--- src/rtl/core/kie_pkg.sv ---
`default_nettype none
package kie_pkg;

  // Longest k-mer window held by the block
  localparam int MAX_WORD = 20;
  // Bits that can hold a count from 0 to MAX_WORD
  localparam int WORD_W = $clog2(MAX_WORD + 1);
  // Counter width, at least as wide as the word_size register
  localparam int COUNT_W = (WORD_W > 5) ? WORD_W : 5;

  localparam int CODE_W = 5;
  localparam int ACC_W  = 31;
  localparam int PROD_W = ACC_W + CODE_W;
  localparam int POS_W  = 32;

  localparam logic [ACC_W-1:0] IDX_MAX = {ACC_W{1'b1}};

  // Configuration register indexes
  localparam int CFG_IDX_W = 3;
  localparam logic [CFG_IDX_W-1:0] CFG_WORD_SIZE   = 3'd0;
  localparam logic [CFG_IDX_W-1:0] CFG_RADIX       = 3'd1;
  localparam logic [CFG_IDX_W-1:0] CFG_ALPHABET    = 3'd2;
  localparam logic [CFG_IDX_W-1:0] CFG_SKIP_GAPS   = 3'd3;
  localparam logic [CFG_IDX_W-1:0] CFG_REDUCED_LOW = 3'd4;
  localparam logic [CFG_IDX_W-1:0] CFG_REDUCED_HI  = 3'd5;

  // Alphabet modes; any other code behaves as reduced
  localparam logic [1:0] MODE_NUCLEOTIDE = 2'd0;
  localparam logic [1:0] MODE_AMINO      = 2'd1;

  // Gap bytes
  localparam logic [7:0] NUC_GAP_A   = 8'd16;
  localparam logic [7:0] NUC_GAP_B   = 8'd64;
  localparam logic [7:0] AMINO_GAP_A = 8'd45;
  localparam logic [7:0] AMINO_GAP_B = 8'd46;

  // Mapped symbol
  typedef struct packed {
    logic [CODE_W-1:0] code;
    logic              known;
    logic              gap;
  } kie_sym_t;

  // One request travelling down the cell chain
  typedef struct packed {
    logic [MAX_WORD-1:0][CODE_W-1:0] codes;  // head is the next code to fold in
    logic [MAX_WORD-1:0]             unk;
    logic [WORD_W-1:0]               left;   // Horner steps still to do
    logic [ACC_W-1:0]                acc;
    logic                            ovf;
    logic                            amb;
    logic [POS_W-1:0]                position;
    logic                            last;
  } kie_item_t;

  // Amino-acid rank of an ASCII letter: {valid, rank}
  function automatic logic [CODE_W:0] amino_rank(input logic [7:0] sym);
    logic [CODE_W:0] r;
    unique case (sym)
      8'd65:   r = {1'b1, 5'd0};   // A
      8'd82:   r = {1'b1, 5'd1};   // R
      8'd78:   r = {1'b1, 5'd2};   // N
      8'd68:   r = {1'b1, 5'd3};   // D
      8'd67:   r = {1'b1, 5'd4};   // C
      8'd81:   r = {1'b1, 5'd5};   // Q
      8'd69:   r = {1'b1, 5'd6};   // E
      8'd71:   r = {1'b1, 5'd7};   // G
      8'd72:   r = {1'b1, 5'd8};   // H
      8'd73:   r = {1'b1, 5'd9};   // I
      8'd76:   r = {1'b1, 5'd10};  // L
      8'd75:   r = {1'b1, 5'd11};  // K
      8'd77:   r = {1'b1, 5'd12};  // M
      8'd70:   r = {1'b1, 5'd13};  // F
      8'd80:   r = {1'b1, 5'd14};  // P
      8'd83:   r = {1'b1, 5'd15};  // S
      8'd84:   r = {1'b1, 5'd16};  // T
      8'd87:   r = {1'b1, 5'd17};  // W
      8'd89:   r = {1'b1, 5'd18};  // Y
      8'd86:   r = {1'b1, 5'd19};  // V
      default: r = '0;
    endcase
    return r;
  endfunction

endpackage
`default_nettype wire

--- src/rtl/core/kie_cell.sv ---
`default_nettype none
module kie_cell (
  input  wire logic              clk,
  input  wire logic              rst,
  input  wire logic              advance,
  input  wire logic [4:0]        radix,
  input  wire logic              in_vld,
  input  wire kie_pkg::kie_item_t in_item,
  output logic                   out_vld,
  output kie_pkg::kie_item_t     out_item
);

  kie_pkg::kie_item_t        item_next;
  logic [kie_pkg::PROD_W-1:0] prod;

  // One saturating Horner step on the head code
  assign prod = kie_pkg::PROD_W'(in_item.acc) * kie_pkg::PROD_W'(radix)
              + kie_pkg::PROD_W'(in_item.codes[0]);

  always_comb begin
    item_next = in_item;
    if (in_item.left != '0) begin
      item_next.left = in_item.left - 1'b1;
      item_next.amb  = in_item.amb | in_item.unk[0];
      if (prod > kie_pkg::PROD_W'(kie_pkg::IDX_MAX)) begin
        item_next.acc = kie_pkg::IDX_MAX;
        item_next.ovf = 1'b1;
      end else begin
        item_next.acc = prod[kie_pkg::ACC_W-1:0];
      end
    end
    // hand the remaining codes on, head first
    for (int j = 0; j < kie_pkg::MAX_WORD - 1; j++) begin
      item_next.codes[j] = in_item.codes[j+1];
      item_next.unk[j]   = in_item.unk[j+1];
    end
    item_next.codes[kie_pkg::MAX_WORD-1] = '0;
    item_next.unk[kie_pkg::MAX_WORD-1]   = 1'b0;
  end

  always_ff @(posedge clk) begin
    if (rst) begin
      out_vld <= 1'b0;
    end else if (advance) begin
      out_vld <= in_vld;
    end
  end

  always_ff @(posedge clk) begin
    if (advance) out_item <= item_next;
  end

endmodule
`default_nettype wire

--- config.mk ---
export PLATFORM = sky130hd
export DESIGN_NAME = kie_cell
export DESIGN_NICKNAME = d
export VERILOG_FILES = /design/src/rtl/core/kie_pkg.sv /design/src/rtl/core/kie_cell.sv
export SDC_FILE = /design/constraint.sdc
export NUM_CORES = 1
export LEC_CHECK = 0
export BUFFER_PORTS_ARGS = -buffer_cell sky130_fd_sc_hd__buf_2
export CORE_AREA = 2 2 176 178
export DETAILED_ROUTE_END_ITERATION = 8
export DIE_AREA = 0 0 178 180
export GPL_TIMING_DRIVEN = 0
export PLACE_DENSITY = 0.62
export SLEW_MARGIN = 20
export SYNTH_ARGS = -nofsm -noshare
export SYNTH_HDL_FRONTEND = slang
export SYNTH_SLANG_ARGS = --single-unit
--- constraint.sdc ---
create_clock -name clk -period 5.8 [get_ports clk]
set_input_delay 0.58 -clock clk [delete_from_list [all_inputs] [get_ports clk]]
set_output_delay 0.58 -clock clk [all_outputs]
set_load 0.01 [all_outputs]
## Word level (Yosys, flattened, before mapping)

Index checks and enable logic that the tools add are counted.

- Multipliers: 1
- Add/sub/neg operators: 2
- Order comparisons: 1
- Bitwise operators: 1
- Mux-type cells: 3
- Reduce and logical (&&, ||, !) cells: 1

Operators with widths:

| operator | count |
|---|---|
| two-way mux 38 bit | 1 |
| adder 36 x 5 -> 36 bit | 1 |
| > comparator 36 x 31 -> 1 bit (second input constant) | 1 |
| multiplier 31 x 5 -> 36 bit | 1 |
| two-way mux 31 bit | 1 |
| nonzero test 5 bit | 1 |
| subtractor 5 x 1 -> 5 bit (second input constant) | 1 |
| two-way mux 1 bit | 1 |
| bitwise OR 1 bit | 1 |

- Bits in registers: 186
- Bits of input ports: 200

## Logic depth before layout (Yosys ltp)

Gate-level depths: netlist of the first run.

- Depth in word-level cells: 5
- Gate-level depth with buffers: 19
- Depth with buffers taken out: 17

## Worst setup path after synthesis of the first run

OpenSTA, ideal clock, no wires.

- Path kind: in2reg
- Start: in radix[4]
- End: reg out_item[40] in the netlist's numbering, data pin
- Required time: 5526 ps
- Arrival time: 4792 ps
- Slack: 734 ps
- Stages: 19
- Cell sequence: clkbuf_1 and2_1 fa_1 fa_1 inv_1 fa_1 inv_1 ha_1 clkbuf_1 nand4_1 a2111oi_1 a221oi_2 o21ai_2 a31oi_2 xor2_1 nand2_1 nor4_4 buf_6 a31oi_1

RTL lines:

| item | RTL line | text |
|---|---|---|
| start: declaration | kie_cell.sv:6 | `input wire logic [4:0] radix,` |
| end signal: assignment | kie_cell.sv:50 | `if (advance) out_item <= item_next;` |
| end: declaration | kie_cell.sv:10 | `output kie_pkg::kie_item_t out_item` |

==> out/qor.yml, run 1 <==
cts:
  insertion_delay_ns: 0.43
  clk_pin_slew_worst_paths_ns: 0.07
  root_buffer: "clkbuf_16"
  tritoncts: "done"
  cts_sinks: 186
  cts_buffers: 17
  cts_hold_buf: 0
  htreeDepth: 4
  cts_buffer_depth: 2
routing:
  drtIter0Drc: 744
  dr.pass1.iters: 5
  wl_per_cell_um: 20.9
  routed_via_density: 5.05
  routed_wl_mm: 38.5
  ant_nets: 0
  remaining_drc_errors: 0
  vias: 9292
yosys:
  syn_inst: 1018
  async_flop_share_pct: 0
  yosysUniqueCellTypes: 51
  ys.warnings.count: 0
  synth_edf_count: 185
  yosysSeqAreaShare_pct: 46.9
  synthFlopType: "edfxtp_1"
  avgSynthCellArea_sq_um: 11.7
  syn_area_sq_mm: 0.0119
  ys_ff_latch: 186
final_layout:
  fin_area_sq_mm: 0.0150
  areaGrowthSynthToFinish_pct: 26.5
  stdcell_count: 1841
  final_layout_size_suffix_gt1_share_pct: 31.5
  num-nets-final: 1793
  postLayoutCoreUtil_pct: 49.8
  num-fill-cells: 2839
setup_path:
  crit_chain: "buf_2 > clkbuf_2 > and2_1 > fa_1 > fa_1 > inv_1 > fa_1 > inv_1 > ha_1 > nand3_1 > nor2_1 > o21ai_0 > a211o_1 > a21oi_1 > nor4b_1 > a211oi_1 > nor4_4 > buf_4 > buf_6 > a31oi_1"
  crit_path_max_incr_delay_ns: 0.54
  start_kind: "input port"
  cpMaxStageDelayCell: "fa_1"
  critical_path_arrival_ns: 5.85
  critPathCaptureType: "flop"
  cp_num_buf_inv: 6
  path_max_fanout: 10
  crit_type: "input port to flop"
  required_ns: 6.01
  crit_top_cell: "fa_1"
  crit_family: "adder cells"
grt:
  grt_usage_pct: 23.8
  grt_pass1_wl_mm: 55.8
  antenna_found_initial: 12
  grt_remaining_overflow: 0
  grt_max_degree: 75
  first_global_vias: 9186
floorplanning:
  die_w_um: 178
  rows: 64
  pin_count: 392
  fp.dieArea_sq_mm: 0.0320
  dieHeight_um: 180
  coreArea_sq_mm: 0.0302
  initial_core_util_pct: 39.4
place:
  dp_cells: 1806
  dpl.hpwl_mm: 31.2
  port_buffers: 385
  dpl_cell_area_sq_mm: 0.0144
  place_congestion: 0.948
timing:
  timing.final.crit_share_pct: 97.2
  worstMarginPinSlew_ns: 0.681
  fmax_mhz: 177
  maxSlewViolCount: 0
  min_period_ns: 5.64
  finalHoldViolCount: 0
  slew_headroom_pct: 54.4
  skew_ns: 0
  fin_setup_tns_ns: 0
  timing.hold.ws_ns: 0.301
  setup_viol: 0
power:
  p_sw_mw: 1.87
  leakage_nw: 6.96
  pwr-share-clk_pct: 24.0
  p_int_mw: 3.09
  power_density_mw_per_mm2: 330
  power_frac_seq_pct: 34.3
  pwr-share-comb_pct: 41.7
  ir_worst_vdd_v: 0.000188
  sw_frac_of_total_pct: 37.7
status:
  status: "complete, no violations"
job:
  cap_violations: 0
min_path:
  hold_class: "input port to flop"
flip-flops by register name, indices dropped and copies added (netlist names):
name	cells
out_vld	1
out_item	185
synth_stat cells, types with 2 or more instances:
master	n	area share, %
o21ai_1	3	0.13
xnor2_1	16	1.2
nand2b_1	2	0.11
nand4_1	9	0.47
a31oi_1	31	1.6
ha_1	71	7.5
or3_1	3	0.16
and3_1	2	0.11
clkbuf_2	2	0.084
nand3_1	10	0.42
o2111ai_1	2	0.15
buf_2	4	0.17
and2_1	143	7.5
o21bai_1	6	0.38
edfxtp_1	185	47
nor3_1	5	0.21
nor2b_1	2	0.11
inv_1	154	4.9
fa_1	92	15
a211oi_1	3	0.19
a21oi_1	45	1.9
o21a_1	7	0.44
a2111oi_0	3	0.22
nand2_1	44	1.4
clkbuf_1	29	0.92
o211ai_1	5	0.32
a21o_1	13	0.82
buf_4	6	0.38
o21ai_0	22	0.93
buf_6	5	0.47
nor2_1	59	1.9
xor2_1	16	1.2
placed cells by master (no fill, tap or decap), types with 7 or more instances in the layout:
master       n
clkbuf_2    12
nand4_1      9
xnor2_1     16
a21o_1      13
nand2_1     44
clkbuf_1    18
nor2_1      59
fa_1        92
o21ai_0     22
a31oi_1     31
buf_2      388
and2_1     143
o21a_1       7
clkbuf_16   17
a21oi_1     45
nand3_1     10
inv_1      154
edfxtp_1   185
buf_4        8
ha_1        71
xor2_1      16
timing repair:
action,CTS,global route
pin swaps,0,1
setup buffers,0,2
gates resized for setup,8,5
setup endpoints to repair,30,32
area by class of cell:
type	instances	area [sq um]	share of cell area, %
antenna	2	5.00	0.0333
buffer	45	249	1.66
sequential	186	5580	37.1
multi-input combinational	637	5520	36.7
timing repair buffer	389	2010	13.3
clock inverter	15	181	1.21
clock buffer	17	425	2.83
tap	396	495	3.30
inverter	154	578	3.84
final timing paths:
| check | from | to | slack, ns | cells past startpoint |
|---|---|---|---|---|
| min reg2reg | out_vld | out_vld | 0.55 | 2 |
| max reg2reg | out_vld | out_vld | 5.18 | 2 |
| min | rst | out_vld | 0.30 | 2 |
| max | radix[4] | out_item[54] | 0.16 | 20 |
kinds of logic after synthesis:
group / count (synthesis) / synth area share [%]
DFF: 186 / 46.9
adders and majority gates: 163 / 23.0
and+or+nand+nor: 286 / 12.9
other: 1 / 0.0316
buffers and inverters: 200 / 6.89
AOI/OAI and AO/OA: 149 / 7.85
muxes: 1 / 0.0842
xor gates and xnor gates: 32 / 2.36
power groups by stage:
stage	Combinational [mW]	Clock [mW]	Sequential (mW)
2_1_floorplan	1.29	0	1.82
3_3_place_gp	2.02	0	1.74
3_5_place_dp	2.04	0	1.73
4_1_cts	2.06	1.23	1.70
5_1_grt	2.30	1.27	1.72
6_report	2.07	1.19	1.70
layer usage:
metal / vias up / global-route usage (%) / routed length [um]
met1: 4608 / 29.0 / 14900
met4: 18 / 8.30 / 1090
met2: 368 / 40.7 / 19100
met3: 67 / 6.26 / 3280
met5: - / 0 / 118
li1: 4231 / - / -
worst register-to-register path, delay by kind of cell, from the launching register on:
family           cells  cell delay (ns)
flip-flops           1             0.33
multiplexers         1             0.13
AND/OR/NAND/NOR      1             0.05
stage by stage:
stage	total power [mW]	setup WS, ns
after CTS	4.99	0.0145
final	4.96	0.162
after global placement	3.75	-0.664
after floorplan	3.11	0.734
after detailed placement	3.78	-0.635
after global routing	5.29	-0.0115
Power figures use the tool's default switching activity.
==> run 2, diff against run 1 <==
--- a/config.mk
+++ b/config.mk
@@ -6,11 +6,11 @@
 export NUM_CORES = 1
 export LEC_CHECK = 0
 export BUFFER_PORTS_ARGS = -buffer_cell sky130_fd_sc_hd__buf_2
-export CORE_AREA = 2 2 176 178
+export CORE_AREA = 2 2 203 205
 export DETAILED_ROUTE_END_ITERATION = 8
-export DIE_AREA = 0 0 178 180
+export DIE_AREA = 0 0 205 207
 export GPL_TIMING_DRIVEN = 0
-export PLACE_DENSITY = 0.62
+export PLACE_DENSITY = 0.48
 export SLEW_MARGIN = 20
 export SYNTH_ARGS = -nofsm -noshare
 export SYNTH_HDL_FRONTEND = slang
==> run 2 against run 1 <==
Against the previous run: routed wire length grew 2.3%; largest power group unchanged; highest routed layer unchanged; hold slack lost 0.013 ns; power grew 0.16%; combinational power is essentially flat; final area grew 0.97%; critical path type unchanged; maximum frequency grew 1.8%; first-iteration DRC count shrank 24%; worst setup slack gained 0.099 ns.
==> out/qor.yml, run 2 (synthesis results as in run 1) <==
status:
  status: "complete, no violations"
routing:
  wl_per_cell_um: 19.9  # -5.0%
  ant_nets: 0  # unchanged
  remaining_drc_errors: 0  # unchanged
  dr.pass1.iters: 8  # +3
  routed_wl_mm: 39.4  # +2.3%
  drtIter0Drc: 565  # -24%
  routed_via_density: 4.55  # -9.8%
  vias: 9020  # -2.9%
setup_path:
  cp-startpoint: "radix[4]"
  reg2reg_to: "out_vld"
  rrSetupSlack_ns: 5.19  # about the same
  critical_path_arrival_ns: 5.71  # -0.14 ns
  reg2reg_depth: 2  # unchanged
  critPathCaptureType: "flop"
  crit_path_max_incr_delay_ns: 0.54  # about the same
  endpoint: "out_item[48]"
  cpMaxStageDelayCell: "fa_1"
  path_max_fanout: 10  # unchanged
  crit_type: "input port to flop"
  crit_top_cell: "fa_1"
  start_kind: "input port"
  required_ns: 5.97  # -0.04 ns
  r2r_start: "out_vld"
  crit_chain: "buf_2 > clkbuf_2 > and2_1 > fa_1 > fa_1 > inv_1 > fa_1 > inv_1 > ha_1 > buf_6 > a2111oi_0 > a2111oi_2 > a221oi_2 > o21ai_2 > a31oi_2 > xor2_1 > nand2_1 > nor4_4 > buf_4 > buf_6 > a31oi_1"
cts:
  cts_buffer_depth: 2  # unchanged
  cts_hold_buf: 0  # unchanged
  cts_sinks: 186  # unchanged
  root_buffer: "clkbuf_16"
  insertion_delay_ns: 0.45  # +0.02 ns
  cts_buffers: 17  # unchanged
  htreeDepth: 4  # unchanged
  tritoncts: "done"
  clk_pin_slew_worst_paths_ns: 0.08  # about the same
place:
  port_buffers: 385  # unchanged
  place_congestion: 0.865  # -8.7%
  dp_cells: 1941  # +7.5%
  dpl.hpwl_mm: 31.8  # +1.9%
  dpl_cell_area_sq_mm: 0.0145  # +0.99%
timing:
  skew_ns: 0  # unchanged
  grt_setup_unrepaired: "false"
  maxSlewViolCount: 0  # unchanged
  fmax_mhz: 181  # +1.8%
  fin_setup_tns_ns: 0  # unchanged
  finalHoldViolCount: 0  # unchanged
  timing.final.crit_share_pct: 95.5  # -1.7 points
  worstMarginPinSlew_ns: 0.728  # +0.0470 ns
  min_period_ns: 5.54  # -0.0988 ns
  slew_headroom_pct: 51.5  # -2.9 points
  setup_viol: 0  # unchanged
grt:
  first_global_vias: 9039  # -1.6%
  grt_usage_pct: 18.5  # -5.3 points
  grt_use_met1_pct: 20.6  # -8.4 points
  antenna_found_initial: 14  # +2
  grt_max_degree: 97  # +29%
  grt_pass1_wl_mm: 57.1  # +2.3%
  grt-busiest-layer: "met2"
  use_met2_pct: 34.6  # -6.1 points
  grt_remaining_overflow: 0  # unchanged
  use_met3_pct: 4.77  # -1.5 points
power:
  leakage_nw: 6.94  # -0.20%
  power_density_mw_per_mm2: 328  # -0.80%
  ir_worst_vdd_v: 0.000169  # -9.9%
floorplanning:
  pin_count: 392  # unchanged
  rows: 74  # +16%
  fp.dieArea_sq_mm: 0.0424  # +32%
  dieHeight_um: 207  # +15%
  coreArea_sq_mm: 0.0404  # +34%
  die_w_um: 205  # +15%
  initial_core_util_pct: 29.4  # -9.9 points
final_layout:
  fin_area_sq_mm: 0.0152  # +0.97%
  layout_common_cells: "buf_2, edfxtp_1, inv_1, and2_1, fa_1"
  seq_area_sq_mm: 0.00558  # unchanged
  num-fill-cells: 4093  # +44%
  regMostFlops: "out_item"
  top_regs: "out_item: 185 flops, out_vld: 1 flops"
  final_layout_size_suffix_gt1_share_pct: 31.4  # -0.091 points
  final_common_cell: "buf_2"
  largest_reg_flops: 185  # unchanged
  areaGrowthSynthToFinish_pct: 27.7
  multi_input_comb_area_sq_mm: 0.00552  # about the same
  num-nets-final: 1794  # +0.056%
  stdcell_count: 1982  # +7.7%
min_path:
  hold_class: "input port to flop"
job:
  cap_violations: 0  # unchanged
-- run 2: stage by stage --
stage	utilization (%)	setup WS [ns]	hold WS [ns]	power, mW
after floorplan	-	0.734	0.528	3.11
after global placement	35.9	-0.799	0.478	3.80
after detailed placement	36.0	-0.781	0.527	3.79
after CTS	37.5	0.161	0.248	5.04
after global routing	37.6	0.0175	0.261	5.32
final	37.6	0.261	0.288	4.97
-- run 2: how the worst min path moves through the flow --
| stage | startpoint | end | slack (ns) | cells past startpoint |
|---|---|---|---|---|
| 6_report | in_item[184] | out_item[179] | 0.29 | 1 |
| 5_1_grt | in_item[187] | out_item[182] | 0.26 | 1 |
| 4_1_cts | rst | out_vld | 0.25 | 2 |
| 3_5_place_dp | out_vld | out_vld | 0.53 | 2 |
| 3_3_place_gp | out_vld | out_vld | 0.48 | 2 |
| 2_1_floorplan | out_vld | out_vld | 0.53 | 2 |
-- run 2: critical path, delay by kind of cell --
| kind | cells | cell delay (ns) |
|---|---|---|
| simple gates | 3 | 0.57 |
| compound gates | 6 | 1.52 |
| fa+ha+maj | 4 | 1.87 |
| xor+xnor | 1 | 0.16 |
| buf+inv | 7 | 0.99 |
-- run 2: timing repair --
action	CTS	global route
setup buffers	3	0
cloned	0	0
endpoints found under the setup margin	32	31
gates resized for setup	6	12
pin swaps	1	0
-- run 2: layout make-up --
type	count	share of cell area, %
Clock buffer	17	2.80
Inverter	154	3.81
Sequential cell	186	36.7
Timing Repair Buffer	389	13.1
Antenna cell	6	0.0989
Tap cell	532	4.38
Multi-Input combinational cell	637	36.4
Buffer	46	1.67
Clock inverter	15	1.05
-- run 2: metal layers --
layer | vias up | wire length, um
met5 | - | 105
met4 | 14 | 594
met3 | 49 | 2650
met2 | 286 | 21100
met1 | 4434 | 15000
li1 | 4237 | -
-- run 2: power breakdown --
group | total [mW] | internal (mW) | leakage [nW] | switching [mW]
Combinational | 2.08 | 0.811 | 4.84 | 1.27
Sequential | 1.70 | 1.66 | 1.83 | 0.0348
Clock | 1.19 | 0.608 | 0.279 | 0.585
Total | 4.97 | 3.08 | 6.94 | 1.89
==> run 3, diff against run 2 <==
--- a/config.mk
+++ b/config.mk
@@ -6,11 +6,12 @@
 export NUM_CORES = 1
 export LEC_CHECK = 0
 export BUFFER_PORTS_ARGS = -buffer_cell sky130_fd_sc_hd__buf_2
-export CORE_AREA = 2 2 203 205
+export CORE_AREA = 2 2 176 178
+export CTS_CLUSTER_SIZE = 12
 export DETAILED_ROUTE_END_ITERATION = 8
-export DIE_AREA = 0 0 205 207
+export DIE_AREA = 0 0 178 180
 export GPL_TIMING_DRIVEN = 0
-export PLACE_DENSITY = 0.48
+export PLACE_DENSITY = 0.62
 export SLEW_MARGIN = 20
 export SYNTH_ARGS = -nofsm -noshare
 export SYNTH_HDL_FRONTEND = slang
==> constraint.sdc (replaced) <==
create_clock -name clk -period 5.8 [get_ports clk]
set_input_delay 1.16 -clock clk [delete_from_list [all_inputs] [get_ports clk]]
set_output_delay 1.16 -clock clk [all_outputs]
set_load 0.01 [all_outputs]
==> run 3 against run 2 <==
Against the previous run: highest routed layer unchanged; final area grew 0.83%; critical path depth stayed put; via count grew 2.2%; die area shrank 24%; routed wire length is 1.5% lower; sequential power hardly changed; non-clock buffer count fell by 5; clock skew is the same; power grew 3.1%.
==> out/qor.yml, run 3 (synthesis results as in run 1) <==
timing:
  setup_viol: 0  # unchanged
  worstMarginPinSlew_ns: 0.720  # -0.00772 ns
  worst_slack_ns: 0.145  # -0.116 ns
  min_period_ns: 5.66  # +0.116 ns
  timing.hold.ws_ns: 0.563  # +0.276 ns
  fmax_mhz: 177  # -2.0%
  slew_headroom_pct: 51.7  # +0.25 points
  skew_ns: 0  # unchanged
  fin_setup_tns_ns: 0  # unchanged
  timing.final.crit_share_pct: 97.5  # +2.0 points
  finalHoldViolCount: 0  # unchanged
  maxSlewViolCount: 0  # unchanged
setup_path:
  rrSetupSlack_ns: 5.17  # -0.02 ns
  reg2reg_depth: 2  # unchanged
  critPathCaptureType: "flop"
  start_kind: "input port"
  path_max_fanout: 10  # unchanged
  crit_type: "input port to flop"
  reg2reg_to: "out_vld"
  required_ns: 5.92  # -0.05 ns
  critical_path_arrival_ns: 5.78  # +0.07 ns
  r2r_start: "out_vld"
power:
  ir_worst_vdd_v: 0.000188  # +11%
  power_mw: 5.13  # +3.1%
  leakage_nw: 6.99  # +0.73%
  power_density_mw_per_mm2: 335  # +2.2%
cts:
  tritoncts: "done"
  cts_buffer_depth: 2  # unchanged
  cts_buffers: 17  # unchanged
  cts_hold_buf: 0  # unchanged
  cts_sinks: 186  # unchanged
  htreeDepth: 4  # unchanged
  insertion_delay_ns: 0.43  # -0.02 ns
  clk_pin_slew_worst_paths_ns: 0.07  # about the same
  root_buffer: "clkbuf_16"
grt:
  grt_usage_pct: 24.0  # +5.5 points
  grt_pass1_wl_mm: 56.5  # -0.97%
  antenna_found_initial: 6  # -8
  grt_max_degree: 75  # -23%
  first_global_vias: 9268  # +2.5%
  grt_remaining_overflow: 0  # unchanged
min_path:
  hold_depth: 2  # +1
  min_from: "out_vld"
  hold_class: "flop to flop"
  holdPathEnd: "out_vld"
floorplanning:
  initial_core_util_pct: 39.4  # +9.9 points
  coreArea_sq_mm: 0.0302  # -25%
  rows: 64  # -14%
  dieHeight_um: 180  # -13%
  pin_count: 392  # unchanged
  fp.dieArea_sq_mm: 0.0320  # -24%
  die_w_um: 178  # -13%
job:
  cap_violations: 0  # unchanged
routing:
  routed_wl_mm: 38.8  # -1.5%
  routed_via_density: 5.02  # +10%
  wl_per_cell_um: 21.1  # +6.3%
  drtIter0Drc: 796  # +41%
  dr.pass1.iters: 5  # -3
  remaining_drc_errors: 0  # unchanged
  ant_nets: 0  # unchanged
  vias: 9221  # +2.2%
final_layout:
  postLayoutCoreUtil_pct: 50.7  # +13 points
  largest_reg_flops: 185  # unchanged
  areaGrowthSynthToFinish_pct: 28.8
  final_common_cell: "buf_2"
  final_layout_size_suffix_gt1_share_pct: 34.3  # +2.9 points
  regMostFlops: "out_item"
  fin_area_sq_mm: 0.0153  # +0.83%
  num-fill-cells: 2803  # -32%
  stdcell_count: 1838  # -7.3%
  num-nets-final: 1789  # -0.28%
  layout_common_cells: "buf_2, edfxtp_1, inv_1, and2_1, fa_1"
  top_regs: "out_item: 185 flops, out_vld: 1 flops"
place:
  pre_cts_ws_ns: -1.22  # -0.435 ns
  port_buffers: 385  # unchanged
  dpl.hpwl_mm: 31.2  # -1.8%
  dpl_cell_area_sq_mm: 0.0144  # -0.98%
  dp_cells: 1806  # -7.0%
  place_congestion: 0.948  # +9.5%
status:
  status: "complete, no violations"
-- run 3: layout make-up --
class	instances	area (sq um)	area share [%]
Antenna cell	3	7.51	0.0490
Clock buffer	17	425	2.78
Buffer	38	275	1.80
Multi-Input combinational cell	637	5740	37.5
Sequential cell	186	5580	36.4
Clock inverter	15	181	1.19
Inverter	154	578	3.78
Tap cell	396	495	3.24
Timing Repair Buffer	392	2030	13.3
-- run 3: critical path, cell delays in order --
cell and delay, ns:
buf_2 0.12, clkbuf_8 0.18, and2_1 0.17, fa_1 0.50, fa_1 0.55, inv_1 0.05, fa_1 0.52, inv_1 0.04
ha_1 0.29, buf_6 0.14, a21o_1 0.20, a311o_1 0.33, a221oi_2 0.31, o21ai_2 0.10, a31oi_2 0.18, xor2_1 0.18
nand2_1 0.11, nor4_4 0.18, buf_6 0.17, buf_12 0.14, a31oi_2 0.13
-- run 3: what timing repair did --
| action | in CTS | in global routing |
|---|---|---|
| pin swaps | 3 | 9 |
| gates resized for setup | 45 | 39 |
| setup buffers | 4 | 1 |
| setup endpoints to repair | 32 | 32 |
-- run 3: worst max path at each step --
stage,end,start,cells after the start,slack (ns)
2_1_floorplan,out_item[40],radix[4],19,0.15
3_3_place_gp,out_item[56],radix[4],20,-1.24
3_5_place_dp,out_item[56],radix[4],20,-1.22
4_1_cts,out_item[54],radix[0],21,0.006
5_1_grt,out_item[56],radix[3],20,-0.002
6_report,out_item[54],radix[4],21,0.14
-- run 3: report_power, final --
| group | internal [mW] | switching (mW) | total [mW] |
|---|---|---|---|
| Combinational | 0.899 | 1.33 | 2.23 |
| Sequential | 1.66 | 0.0391 | 1.70 |
| Clock | 0.618 | 0.572 | 1.19 |
| Total | 3.18 | 1.95 | 5.13 |
-- run 3: routing by layer --
layer / GRT usage [%] / vias to the layer above / share of wire (%)
li1: - / 4220 / -
met1: 30.0 / 4576 / 39
met2: 40.5 / 355 / 50
met3: 5.31 / 62 / 8.1
met4: 8.92 / 8 / 3.1
met5: 0 / - / 0.13
